**src/rtl/core/assert_macros.svh**
```systemverilog
// assertion helpers
`ifndef ASSERT_MACROS_SVH
`define ASSERT_MACROS_SVH

`define ASSERT_IMPL(label, clk, rst, ante, cons, msg) \
  label: assert property (@(posedge clk) disable iff (rst) (ante) |-> (cons)) else $error(msg);

`define ASSERT_NEXT(label, clk, rst, ante, cons, msg) \
  label: assert property (@(posedge clk) disable iff (rst) (ante) |=> (cons)) else $error(msg);

`endif

```
**src/rtl/core/drti_pkg.sv**
```systemverilog
`timescale 1ns / 1ps
package drti_pkg;
  typedef enum logic [1:0] {
    MODE_FLOOR = 2'd0,
    MODE_CEIL  = 2'd1,
    MODE_TRUNC = 2'd2,
    MODE_ROUND = 2'd3
  } mode_t;

  localparam logic [10:0] EXP_MAX  = 11'h7ff;
  localparam logic [10:0] EXP_BIAS = 11'd1023;
  localparam logic [10:0] EXP_INT  = 11'd1075;
  localparam logic [63:0] ONE_BITS = 64'h3ff0000000000000;

  typedef struct packed {
    logic        pass;
    logic        sub_one;
    logic        small_up;
    logic        neg;
    logic [10:0] ex;
    logic [52:0] mant;
    logic [5:0]  nfrac;
    logic [1:0]  mode;
    logic [63:0] bits;
  } dec_t;

  typedef struct packed {
    logic        pass;
    logic        sub_one;
    logic        small_up;
    logic        neg;
    logic [10:0] ex;
    logic [52:0] ip;
    logic [53:0] unit;
    logic        up;
    logic [63:0] bits;
  } rnd_t;
endpackage

```
**src/rtl/core/drti_round.sv**
```systemverilog
`timescale 1ns / 1ps
`include "assert_macros.svh"
module drti_round (
  input  logic            clk,
  input  logic            rst,
  input  logic            in_valid,
  input  drti_pkg::dec_t  in_dec,
  output logic            out_valid,
  output drti_pkg::rnd_t  out_rnd
);
  import drti_pkg::*;

  logic [52:0] low;
  logic [52:0] rem;
  logic [53:0] unit;
  logic        up;

  always_comb begin
    unit = 54'd1 << in_dec.nfrac;
    low  = unit[52:0] - 53'd1;
    rem  = in_dec.mant & low;
    case (mode_t'(in_dec.mode))
      MODE_FLOOR: up = in_dec.neg && (rem != '0);
      MODE_CEIL:  up = !in_dec.neg && (rem != '0);
      MODE_TRUNC: up = 1'b0;
      default:    up = {1'b0, rem} >= (unit >> 1);
    endcase
  end

  always_ff @(posedge clk) begin
    if (rst) begin
      out_valid <= 1'b0;
    end else begin
      out_valid <= in_valid;
    end
    out_rnd.pass     <= in_dec.pass;
    out_rnd.sub_one  <= in_dec.sub_one;
    out_rnd.small_up <= in_dec.small_up;
    out_rnd.neg      <= in_dec.neg;
    out_rnd.ex       <= in_dec.ex;
    out_rnd.ip       <= in_dec.mant & ~low;
    out_rnd.unit     <= unit;
    out_rnd.up       <= up;
    out_rnd.bits     <= in_dec.bits;
  end

  `ASSERT_NEXT(a_valid_follows, clk, rst, in_valid, out_valid, "round stage lost a request")
  `ASSERT_NEXT(a_trunc_no_up, clk, rst, in_valid && in_dec.mode == MODE_TRUNC, !out_rnd.up,
               "truncate rounded up")
  `ASSERT_IMPL(a_pass_excl, clk, rst, in_valid && in_dec.pass, !in_dec.sub_one,
               "pass and sub_one both set")
endmodule

```
**src/rtl/core/double_round_to_integral_core.sv**
```systemverilog
`timescale 1ns / 1ps
`include "assert_macros.svh"
// start passes the decode register, the round stage register and the result register, in that order, before done
// throughput: one request per cycle, busy is never raised
// stages: decode, mask and round decision, increment and pack
// reset clears the stage valid bits only; the receiver cannot stall
module double_round_to_integral_core (
  input  logic        clk,
  input  logic        rst,
  input  logic        start,
  output logic        busy,
  input  logic [1:0]  kind,
  input  logic [63:0] value_bits,
  output logic        done,
  output logic [63:0] result_bits
);
  import drti_pkg::*;

  logic        v1;
  dec_t        dec;
  logic        v2;
  rnd_t        rnd;
  logic [53:0] sum;
  logic [63:0] res_next;

  assign busy = 1'b0;

  always_ff @(posedge clk) begin
    if (rst) begin
      v1 <= 1'b0;
    end else begin
      v1 <= start;
    end
    dec.pass    <= (value_bits[62:52] == EXP_MAX) || (value_bits[62:52] >= EXP_INT);
    dec.sub_one <= value_bits[62:52] < EXP_BIAS;
    dec.neg     <= value_bits[63];
    dec.ex      <= value_bits[62:52];
    dec.mant    <= {1'b1, value_bits[51:0]};
    dec.nfrac   <= 6'(EXP_INT - value_bits[62:52]);
    dec.mode    <= kind;
    dec.bits    <= value_bits;
    case (mode_t'(kind))
      MODE_FLOOR: dec.small_up <= value_bits[63] && (value_bits[62:0] != '0);
      MODE_CEIL:  dec.small_up <= !value_bits[63] && (value_bits[62:0] != '0);
      MODE_TRUNC: dec.small_up <= 1'b0;
      default:    dec.small_up <= value_bits[62:52] == EXP_BIAS - 11'd1;
    endcase
  end

  drti_round u_round (
    .clk      (clk),
    .rst      (rst),
    .in_valid (v1),
    .in_dec   (dec),
    .out_valid(v2),
    .out_rnd  (rnd)
  );

  always_comb begin
    sum = {1'b0, rnd.ip} + (rnd.up ? rnd.unit : 54'd0);
    if (rnd.pass) begin
      res_next = rnd.bits;
    end else if (rnd.sub_one) begin
      res_next = rnd.small_up ? ({rnd.neg, 63'd0} | ONE_BITS) : 64'd0;
    end else if (sum[53]) begin
      res_next = {rnd.neg, rnd.ex + 11'd1, sum[52:1]};
    end else begin
      res_next = {rnd.neg, rnd.ex, sum[51:0]};
    end
  end

  always_ff @(posedge clk) begin
    if (rst) begin
      done <= 1'b0;
    end else begin
      done <= v2;
    end
    result_bits <= res_next;
  end

  `ASSERT_NEXT(a_done_follows, clk, rst, v2, done, "result dropped")
  `ASSERT_NEXT(a_nan_pass, clk, rst, v2 && rnd.pass, result_bits == $past(rnd.bits),
               "special value altered")
  `ASSERT_IMPL(a_never_busy, clk, rst, start, !busy, "busy raised")
endmodule
```
**config.mk**
```make
export PLATFORM = sky130hd
export DESIGN_NAME = double_round_to_integral_core
export DESIGN_NICKNAME = d
export VERILOG_FILES = /design/src/rtl/core/drti_pkg.sv /design/src/rtl/core/drti_round.sv /design/src/rtl/core/double_round_to_integral_core.sv
export VERILOG_INCLUDE_DIRS = /design/src /design/src/rtl/core
export SDC_FILE = /design/constraint.sdc
export NUM_CORES = 1
export LEC_CHECK = 0
export ABC_AREA = 1
export BUFFER_PORTS_ARGS = -buffer_cell sky130_fd_sc_hd__clkbuf_2
export CAP_MARGIN = 0
export CORE_UTILIZATION = 35
export DETAILED_ROUTE_END_ITERATION = 8
export SLEW_MARGIN = 10
export SYNTH_ARGS = -nofsm -noshare
export SYNTH_HDL_FRONTEND = slang
export SYNTH_HIERARCHICAL = 1
export SYNTH_SLANG_ARGS = --single-unit
```
**constraint.sdc**
```tcl
create_clock -name clk -period 5.3 [get_ports clk]
set_clock_uncertainty 0.2 [all_clocks]
set_input_delay 1.06 -clock clk [delete_from_list [all_inputs] [get_ports clk]]
set_output_delay 1.06 -clock clk [all_outputs]
set_load 0.03 [all_outputs]
```
==> reports/metrics.yaml, run 1 <==
status: "complete, no violations"
antennaDiodeCount: 0
yosysTopAreaCell: "dfxtp_1"
period_share_pct: 87.3
path_max_fanout: 30
synth_seq_cells: 328
slowest_stage: "nor4b_1"
syn_area_sq_mm: 0.0177
cts_sinks: 328
ctsLongestPathBuffers: 3
start_util_pct: 35.8
fmax_mhz: 216
cp-end-kind: "register"
num_rows: 81
synth_ff_type: "dfxtp_1"
hp-class: "reg -> reg"
relSlewSlack_pct: 35.5
place.gp.congestion: 0.957
wirelength_um: 66900
drv_cap: 0
tns_ns: 0
via_count: 16783
synth_cells: 2557
chipHeight_um: 227
slew_viol_final: 0
crit_type: "reg -> reg"
dp_cells: 3318
core-area_sq_mm: 0.0494
final_net_count: 2872
grt_pass1_wl_um: 98400
synth_edf_count: 0
die_w_um: 227
avgSynthCellArea_sq_um: 6.91
cp.arrival_ns: 4.92
avgRoutedWirePerCell_um: 19.8
hold_viol_final: 0
drive_gt1_share_pct: 10.7
cts.clk_slew.worst_paths_ns: 0.06
tightest_slew_ns: 0.958
post-cts-setup-buffers: 0
drc: 0
yosysWarnings: 6
cts_resized: 0
synth_seq_area_share_pct: 37.2
syn-num-nets: 2737
final_cells: 3380
portBuffers: 133
clk_latency_ns: 0.55
yosysMostFrequentCell: "nand2_1"
netlist_top_cells_area: "dfxtp_1, nand2_1, ha_1, inv_1, nand3_1"
grt_setup_unrepaired: "false"
yosys.cell_types.count: 54
netlist_top_cells_count: "nand2_1, inv_1, dfxtp_1"
postRouteAntennaNets: 0
critPathRequiredTime_ns: 5.59
irDropWorstVdd_mv: 0.218
grt.total_usage_pct: 26.2
grt_overflow_total: 0
synthToLayoutAreaGrowth_pct: 13.9
drt_iter0_drc: 1320
cts.htree.levels: 2
path_cells: "inv_4, nor2_4, inv_2, nor2_1, inv_2, nand2_1, nor2_1, nand2_1, nor2_1, nand4_1, xor2_1, nor2_1, ha_1, nand4_1, nor4b_1, nand4_1, nand3_1, nand2_1, nand2_1"
netlist.area_leader.share_pct: 37.2
dp_hpwl_um: 56000
setup_viol: 0
crit_path_start_kind: "register"
first_pass_iters: 7
period_minus_slack_ns: 4.63
nFillCells: 5299
async_flop_share_pct: 0
grt_max_degree: 58
cts_tree: "done"
cts_made_buffers: 36
viasPerCell: 4.97
slowest_delay_ns: 0.60
antenna_found_initial: 3
leakagePower_nw: 11.1
hold_buffers: 0
dieArea_sq_mm: 0.0514
cts_root_buffer: "clkbuf_16"
ios: 135
grt_pass1_vias: 15998
power_density_mw_per_mm2: 326
power_w: 0.00656
[cells in the final DEF (no fill, tap or decap), types with 7 or more instances in the layout]
master,Yosys,final
clkbuf_16,0,37
nand3_2,10,10
nand3_1,202,202
clkbuf_2,0,133
xor2_1,17,17
nor2_4,9,10
nand4_1,58,58
nand2_1,810,810
nor2_1,253,252
nand3b_1,14,14
o21bai_1,13,13
nor4_1,21,21
clkbuf_8,0,7
nor3_1,20,20
inv_2,12,12
nand2_2,16,16
dfxtp_1,328,327
nor2_2,17,17
a21oi_1,96,96
buf_4,8,8
xnor2_1,26,26
a21boi_0,29,29
inv_1,347,347
o21ai_0,45,45
ha_1,110,110
[stage by stage]
| step | area, sq um | util (%) | setup WS, ns | hold WS, ns |
|---|---|---|---|---|
| global placement | 18900 | 38.4 | 0.744 | 0.111 |
| CTS | 20100 | 40.8 | 0.735 | 0.129 |
| finish | 20100 | 40.8 | 0.671 | 0.127 |
| global route | 20100 | 40.8 | 0.458 | 0.131 |
| detailed placement | 18900 | 38.4 | 0.790 | 0.114 |
| floorplan | 17700 | - | 1.93 | 0.110 |
[final timing paths]
path	startpoint	depth (start not counted)	endpoint	slack (ns)
max	dec[70]	19	u_round/out_rnd[64]	0.67
min	dec[139]	0	u_round/out_rnd[186]	0.13
max reg2reg	dec[70]	19	u_round/out_rnd[64]	0.67
min reg2reg	dec[139]	0	u_round/out_rnd[186]	0.13
[layout make-up]
type	count	area, sq um	share of cell area (%)
multi-input combinational	1822	9430	46.9
sequential	328	6570	32.6
inverter	362	1360	6.78
clock buffer	48	1040	5.16
tap	664	831	4.13
timing repair buffer	142	746	3.71
clock inverter	14	143	0.709
[critical path: cells and delay by family, from the launching register on]
kind,cells,cell delay (ns)
xor gates and xnor gates,1,0.26
adders and majority gates,1,0.32
buffers and inverters,3,0.55
DFF,1,0.55
and+or+nand+nor,14,2.68
[flip-flops by register name (all words and copies together) (netlist names)]
name,cells
u_round/out_rnd,187
dec,74
result_bits,64
done,1
u_round/out_valid,1
v1,1
[report_power, final]
| group | leakage [nW] | internal (W) | total [W] | switching, W |
|---|---|---|---|---|
| Clock | 0.582 | 0.00148 | 0.00250 | 0.00102 |
| Combinational | 7.83 | 0.000402 | 0.00132 | 0.000922 |
| Sequential | 2.73 | 0.00264 | 0.00274 | 0.000101 |
[cells by family after synthesis]
kind of cell | synth area share, %
DFF | 37.2
buffers and inverters | 9.48
xor gates and xnor gates | 2.13
adders and majority gates | 7.91
other | 0.0425
AOI/OAI and AO/OA | 7.07
and+or+nand+nor | 36.2
[per-layer routing]
layer  track usage, %  part of all wire [%]  up-vias  wire (um)
met5                0                     0        -          0
met4             10.5                   4.2        0       2790
met3             3.29                   5.6      140       3740
met2             40.8                    43      576      29000
met1             36.4                    47     7675      31300
li1                 -                     -     8392          -
Power figures use the tool's default switching activity.
==> inputs of run 2 (changes only) <==
--- a/config.mk
+++ b/config.mk
@@ -9,8 +9,11 @@
 export ABC_AREA = 1
 export BUFFER_PORTS_ARGS = -buffer_cell sky130_fd_sc_hd__clkbuf_2
 export CAP_MARGIN = 0
+export CELL_PAD_IN_SITES_DETAIL_PLACEMENT = 0
+export CELL_PAD_IN_SITES_GLOBAL_PLACEMENT = 2
 export CORE_UTILIZATION = 35
 export DETAILED_ROUTE_END_ITERATION = 8
+export PLACE_DENSITY_LB_ADDON = 0.1
 export SLEW_MARGIN = 10
 export SYNTH_ARGS = -nofsm -noshare
 export SYNTH_HDL_FRONTEND = slang
==> constraint.sdc (replaced) <==
create_clock -name clk -period 5.45 [get_ports clk]
set_clock_uncertainty 0.2 [all_clocks]
set_input_delay 1.09 -clock clk [delete_from_list [all_inputs] [get_ports clk]]
set_output_delay 1.09 -clock clk [all_outputs]
set_load 0.03 [all_outputs]
==> run 2 against run 1 <==
  * Register-to-register slack barely moved
  * Highest routed layer unchanged
  * Die area stayed put
  * Critical path depth unchanged
  * First-iteration DRC count down 12%
  * Flip-flop and latch count stayed put
  * Global-route usage increased by 1.4 points
  * Sequential power down 3%
  * Utilization rose by 0.30 points
  * Power up 1.5%
  * Count of clock-buffer cells in the layout up 3
  * Critical endpoint unchanged
  * Worst setup slack better by 0.013 ns
==> reports/metrics.yaml, run 2 (synthesized netlist as in run 1, its figures left out) <==
ctsLongestPathBuffers: 3  # unchanged
clk_latency_ns: 0.56  # was 0.55 ns
rr_startpoint: "dec[70]"  # unchanged
hold_viol_final: 0  # unchanged
drive_gt1_share_pct: 10.8  # was 10.7%
avgRoutedWirePerCell_um: 20.8  # was 19.8 um
power_density_mw_per_mm2: 328  # was 326 mW/mm^2
reg2reg_depth: 19  # unchanged
cts_root_buffer: "clkbuf_16"  # unchanged
tightest_slew_ns: 1.07  # was 0.958 ns
grt.total_usage_pct: 27.6  # was 26.2%
num_rows: 81  # unchanged
met2_usage_pct: 42.4  # was 40.8%
cts.clk_slew.worst_paths_ns: 0.06  # about the same
critPathRequiredTime_ns: 5.75  # was 5.59 ns
drc: 0  # unchanged
grt_pass1_vias: 16094  # was 15998
final_net_count: 2872  # unchanged
hold_buffers: 0  # unchanged
antenna_found_initial: 4  # was 3
min_to: "u_round/out_rnd[186]"  # unchanged
grt_use_met1_pct: 39.7  # was 36.4%
cts.htree.levels: 2  # unchanged
fmax_mhz: 210  # was 216 MHz
irDropWorstVdd_mv: 0.260  # was 0.218 mV
viasPerCell: 4.91  # was 4.97
place.gp.congestion: 0.965  # was 0.957
grt_max_degree: 58  # unchanged
die_w_um: 227  # unchanged
ff2ff_setup_slack_ns: 0.68  # was 0.67 ns
start_util_pct: 35.8  # unchanged
wirelength_um: 70500  # was 66900 um
final_common_cell: "nand2_1"  # unchanged
grt_busiest_layer: "met2"  # unchanged
synthToLayoutAreaGrowth_pct: 14.7  # was 13.9%
setup_viol: 0  # unchanged
largest_reg_flops: 187  # unchanged
grt_pass1_wl_um: 102000  # was 98400 um
grt_setup_unrepaired: "false"  # unchanged
period_minus_slack_ns: 4.77  # was 4.63 ns
first_pass_iters: 7  # unchanged
hp-class: "reg -> reg"  # unchanged
portBuffers: 133  # unchanged
dp_hpwl_um: 59200  # was 56000 um
crit_type: "reg -> reg"  # unchanged
cts_sinks: 328  # unchanged
grt_overflow_total: 0  # unchanged
cts_tree: "done"  # unchanged
ios: 135  # unchanged
met3_usage_pct: 3.34  # was 3.29%
drt_iter0_drc: 1160  # was 1320
regMostFlops: "u_round/out_rnd"  # unchanged
chipHeight_um: 227  # unchanged
tns_ns: 0  # unchanged
leakagePower_nw: 11.2  # was 11.1 nW
period_share_pct: 87.5  # was 87.3%
crit_path_start_kind: "register"  # unchanged
min_from: "dec[139]"  # unchanged
dp_cells: 3316  # was 3318
final_cell_mix: "nand2_1, inv_1, dfxtp_1"  # unchanged
slew_viol_final: 0  # unchanged
hold_depth: 0  # unchanged
relSlewSlack_pct: 28.1  # was 35.5%
top_regs: "u_round/out_rnd: 187 flops, dec: 74 flops, result_bits: 64 flops"  # unchanged
status: "complete, no violations"  # unchanged
drv_cap: 0  # unchanged
via_count: 16627  # was 16783
worstReg2RegEnd: "u_round/out_rnd[64]"  # unchanged
cts_made_buffers: 38  # was 36
final_cells: 3383  # was 3380
post-cts-setup-buffers: 0  # unchanged
cp-end-kind: "register"  # unchanged
core-area_sq_mm: 0.0494  # unchanged
dieArea_sq_mm: 0.0514  # unchanged
cp.arrival_ns: 5.07  # was 4.92 ns
postRouteAntennaNets: 0  # unchanged
path_max_fanout: 30  # unchanged
cts_resized: 0  # unchanged
-- run 2: layer usage --
layer / part of all wire [%] / vias to the layer above
li1: - / 8394
met1: 50 / 7744
met2: 43 / 387
met3: 4.2 / 102
met4: 3.3 / 0
met5: 0 / -
-- run 2: worst max-delay path, cell delays in order, from the launching register on --
cell     delay [ns]
dfxtp_1        0.56
inv_4          0.24
nor2_4         0.41
inv_2          0.23
nor2_1         0.53
inv_2          0.13
nand2_1        0.11
nor2_1         0.05
nand2_1        0.13
nor2_1         0.10
nand4_1        0.15
xor2_1         0.21
nor2_1         0.10
ha_1           0.32
nand4_1        0.32
nor4b_1        0.47
nand4_1        0.21
nand3_1        0.13
nand2_1        0.05
nand2_1        0.06
-- run 2: how the worst max path moves through the flow --
stage                          endpoint     from  slack (ns)
detailed placement  u_round/out_rnd[64]  dec[70]        0.83
global route        u_round/out_rnd[64]  dec[54]        0.47
floorplan           u_round/out_rnd[64]  dec[70]        2.08
CTS                 u_round/out_rnd[64]  dec[70]        0.80
finish              u_round/out_rnd[64]  dec[70]        0.68
global placement    u_round/out_rnd[64]  dec[70]        0.74
-- run 2: metrics by stage --
step / cell area, sq um / hold WS, ns / utilization [%] / power [W] / setup slack (ns)
2_1_floorplan: 17700 / 0.110 / - / 0.00353 / 2.08
3_3_place_gp: 18900 / 0.114 / 38.3 / 0.00400 / 0.737
3_5_place_dp: 18900 / 0.118 / 38.3 / 0.00399 / 0.826
4_1_cts: 20300 / 0.130 / 41.1 / 0.00671 / 0.799
5_1_grt: 20300 / 0.140 / 41.1 / 0.00696 / 0.472
6_report: 20300 / 0.128 / 41.1 / 0.00666 / 0.683
-- run 2: report_power, final --
| group | internal (W) | total [W] | switching [W] | leakage [nW] |
|---|---|---|---|---|
| Clock | 0.00166 | 0.00271 | 0.00105 | 0.651 |
| Combinational | 0.000385 | 0.00128 | 0.000896 | 7.83 |
| Sequential | 0.00257 | 0.00267 | 0.000102 | 2.73 |
-- run 2: area by class of cell --
class | count | area (sq um)
Fill cell | 5319 | 29100
Multi-Input combinational cell | 1822 | 9430
Clock buffer | 51 | 1130
Clock inverter | 15 | 204
Antenna cell | 1 | 2.50
Tap cell | 664 | 831
Inverter | 362 | 1360
Timing Repair Buffer | 140 | 731
Sequential cell | 328 | 6570
==> inputs of run 3 (changes only) <==
--- a/config.mk
+++ b/config.mk
@@ -6,7 +6,6 @@
 export SDC_FILE = /design/constraint.sdc
 export NUM_CORES = 1
 export LEC_CHECK = 0
-export ABC_AREA = 1
 export BUFFER_PORTS_ARGS = -buffer_cell sky130_fd_sc_hd__clkbuf_2
 export CAP_MARGIN = 0
 export CELL_PAD_IN_SITES_DETAIL_PLACEMENT = 0
==> run 3 against run 2 <==
  * Synthesized cell count shrank 31%
  * Wire length decreased by 19%
  * Via count down 20%
  * Final cell count decreased by 26%
  * Sequential power down 1%
  * Worst setup slack gained 0.25 ns
  * Die area is 11% lower
  * Flip-flop and latch count unchanged
  * Cell area shrank 9.2%
  * Critical path type unchanged
==> reports/metrics.yaml, run 3 <==
cp-end-kind: "register"  # unchanged
core-area_sq_mm: 0.0442  # was 0.0494 sq mm
synthMuxAreaShare_pct: 2.79  # was 0%
num_rows: 77  # was 81
path_max_fanout: 29  # was 30
synth_xor_area_share_pct: 4.24  # was 2.13%
synthSimpleGateAreaFrac_pct: 20.2  # was 36.2%
grt_pass1_vias: 13075  # was 16094
avgRoutedWirePerCell_um: 22.7  # was 20.8 um
syn-num-nets: 1942  # was 2737
crit_path_start_kind: "register"  # unchanged
cp.depth: 13  # was 19
cts_root_buffer: "clkbuf_16"  # unchanged
antenna_found_initial: 0  # was 4
swShare_pct: 28.3  # was 30.8%
cp-endpoint: "result_bits[60]"  # was u_round/out_rnd[64]
p_seq_share_pct: 42.5  # was 40.1%
power_density_mw_per_mm2: 337  # was 328 mW/mm^2
yosysTopAreaCell: "dfxtp_1"  # unchanged
cts_tree: "done"  # unchanged
crit_buf_inv: 2  # was 3
synth_seq_area_share_pct: 41.8  # was 37.2%
reg2reg_depth: 13  # was 19
final_cell_mix: "dfxtp_1, nand2_1, clkbuf_2"  # was nand2_1, inv_1, dfxtp_1
largest_reg_flops: 187  # unchanged
p_int_w: 0.00444  # was 0.00461 W
slowest_stage: "or4_4"  # was dfxtp_1
cts_resized: 0  # unchanged
ctsLongestPathBuffers: 3  # unchanged
slew_viol_final: 0  # unchanged
drv_cap: 0  # unchanged
multiInputGateArea_sq_mm: 0.00838  # was 0.00943 sq mm
cp.arrival_ns: 4.80  # was 5.07 ns
crit_family: "simple AND/OR/NAND/NOR gates"  # unchanged
dieArea_sq_mm: 0.0457  # was 0.0514 sq mm
tightest_slew_ns: 1.07  # about the same
via_count: 13349  # was 16627
synth_ff_type: "dfxtp_1"  # unchanged
synth_cells: 1762  # was 2557
pwr-share-clk_pct: 42.2  # was 40.7%
rr_startpoint: "u_round/out_rnd[64]"  # was dec[70]
chipHeight_um: 214  # was 227 um
yosys.cell_types.count: 87  # was 54
regMostFlops: "u_round/out_rnd"  # unchanged
place.gp.congestion: 0.943  # was 0.965
combPwrFrac_pct: 15.3  # was 19.3%
synth_compound_area_share_pct: 17.0  # was 7.07%
avgSynthCellArea_sq_um: 8.92  # was 6.91 sq um
synth_seq_cells: 328  # unchanged
grt_max_degree: 50  # was 58
ios: 135  # unchanged
final_common_cell: "dfxtp_1"  # was nand2_1
syn_area_sq_mm: 0.0157  # was 0.0177 sq mm
hp-class: "reg -> reg"  # unchanged
postRouteAntennaNets: 0  # unchanged
grt.total_usage_pct: 25.2  # was 27.6%
slowest_delay_ns: 0.63  # was 0.56 ns
period_share_pct: 82.9  # was 87.5%
power_w: 0.00619  # was 0.00666 W
cts_sinks: 328  # unchanged
path_cells: "buf_4, and2_1, ha_1, nand4_2, nor4_4, nand4_1, or4_4, and3_4, or2_4, buf_4, nor4_4, xnor2_1, a221oi_2"  # was inv_4, nor2_4, inv_2, nor2_1, inv_2, nand2_1, nor2_1, nand2_1, nor2_1, nand4_1, xor2_1, nor2_1, ha_1, nand4_1, nor4b_1, nand4_1, nand3_1, nand2_1, nand2_1
netlist.area_leader.share_pct: 41.8  # was 37.2%
fmax_mhz: 221  # was 210 MHz
relSlewSlack_pct: 28.3  # was 28.1%
crit_type: "reg -> reg"  # unchanged
status: "complete, no violations"  # unchanged
cts.htree.levels: 2  # unchanged
netlist_top_cells_count: "dfxtp_1, nand2_1, ha_1"  # was nand2_1, inv_1, dfxtp_1
switching_power_w: 0.00175  # was 0.00205 W
post-cts-setup-buffers: 0  # unchanged
synth_edf_count: 0  # unchanged
portBuffers: 133  # unchanged
setup_viol: 0  # unchanged
final_net_count: 2077  # was 2872
period_minus_slack_ns: 4.52  # was 4.77 ns
tns_ns: 0  # unchanged
yosysWarnings: 6  # unchanged
netlist_top_cells_area: "dfxtp_1, ha_1, nand2_1, and2_1, a21oi_1"  # was dfxtp_1, nand2_1, ha_1, inv_1, nand3_1
dp_hpwl_um: 45100  # was 59200 um
yosysMostFrequentCell: "dfxtp_1"  # was nand2_1
async_flop_share_pct: 0  # unchanged
cts.clk_slew.worst_paths_ns: 0.06  # about the same
cts_made_buffers: 39  # was 38
start_util_pct: 35.5  # was 35.8%
antennaDiodeCount: 0  # was 1
clk_latency_ns: 0.56  # about the same
critPathRequiredTime_ns: 5.73  # was 5.75 ns
synthToLayoutAreaGrowth_pct: 17.0  # was 14.7%
drive_gt1_share_pct: 14.2  # was 10.8%
irDropWorstVdd_mv: 0.263  # was 0.260 mV
post-route-util_pct: 41.6  # was 41.1%
first_pass_iters: 7  # unchanged
hold_buffers: 0  # unchanged
nFillCells: 4570  # was 5319
synth_top_family_by_area: "simple AND/OR/NAND/NOR gates"  # unchanged
synthAdderAreaFrac_pct: 9.01  # was 7.91%
die_w_um: 214  # was 227 um
viasPerCell: 5.31  # was 4.91
drc: 0  # unchanged
critPathLaunch: "u_round/out_rnd[64]"  # was dec[70]
top_regs: "u_round/out_rnd: 187 flops, dec: 74 flops, result_bits: 64 flops"  # unchanged
regArea_sq_mm: 0.00657  # about the same
grt_overflow_total: 0  # unchanged
grt_setup_unrepaired: "false"  # unchanged
wirelength_um: 57200  # was 70500 um
hold_viol_final: 0  # unchanged
grt_pass1_wl_um: 84400  # was 102000 um
ff2ff_setup_slack_ns: 0.93  # was 0.68 ns
worstReg2RegEnd: "result_bits[60]"  # was u_round/out_rnd[64]
leakagePower_nw: 8.54  # was 11.2 nW
drt_iter0_drc: 792  # was 1160
-- run 3: final cells by class --
type | instances | area share, %
inverters | 104 | 2.12
clock inverters | 12 | 0.769
well taps | 592 | 4.03
clock buffers | 56 | 6.26
repair buffers | 179 | 5.56
flip-flops and latches | 328 | 35.7
multi-input cells | 1245 | 45.5
-- run 3: metal layers --
metal | share of wire, % | GRT usage, %
met3 | 5.6 | 4.14
met1 | 46 | 33.8
met5 | 0 | 0
met2 | 46 | 40.5
met4 | 3.1 | 9.38
-- run 3: cells by family after synthesis --
family | Yosys count
simple gates | 593
compound gates | 418
flops | 328
buf+inv | 189
fa+ha+maj | 113
xor+xnor | 76
mux | 43
other cells | 2
-- run 3: worst min path at each step --
| stage | endpoint | cells after the start | from |
|---|---|---|---|
| after floorplan | u_round/out_rnd[184] | 0 | dec[137] |
| after global placement | u_round/out_rnd[185] | 0 | dec[138] |
| after detailed placement | u_round/out_rnd[185] | 0 | dec[138] |
| after CTS | u_round/out_rnd[185] | 0 | dec[138] |
| after global routing | u_round/out_rnd[185] | 0 | dec[138] |
| final | u_round/out_rnd[185] | 0 | dec[138] |
-- run 3: power by group through the flow --
stage          combinational, W  clock [W]  sequential [W]
2_1_floorplan          0.000544          0         0.00273
3_3_place_gp           0.000953          0         0.00268
3_5_place_dp           0.000942          0         0.00268
4_1_cts                0.000949    0.00269         0.00263
5_1_grt                 0.00103    0.00279         0.00265
6_report               0.000950    0.00261         0.00263
-- run 3: per-stage QoR --
step	setup slack, ns	cells	instance area [sq um]	hold slack, ns
2_1_floorplan	0.905	1762	15700	0.110
3_3_place_gp	0.962	2448	17100	0.110
3_5_place_dp	0.939	2448	17100	0.115
4_1_cts	0.912	2516	18400	0.127
5_1_grt	0.736	2516	18400	0.139
6_report	0.930	2516	18400	0.126
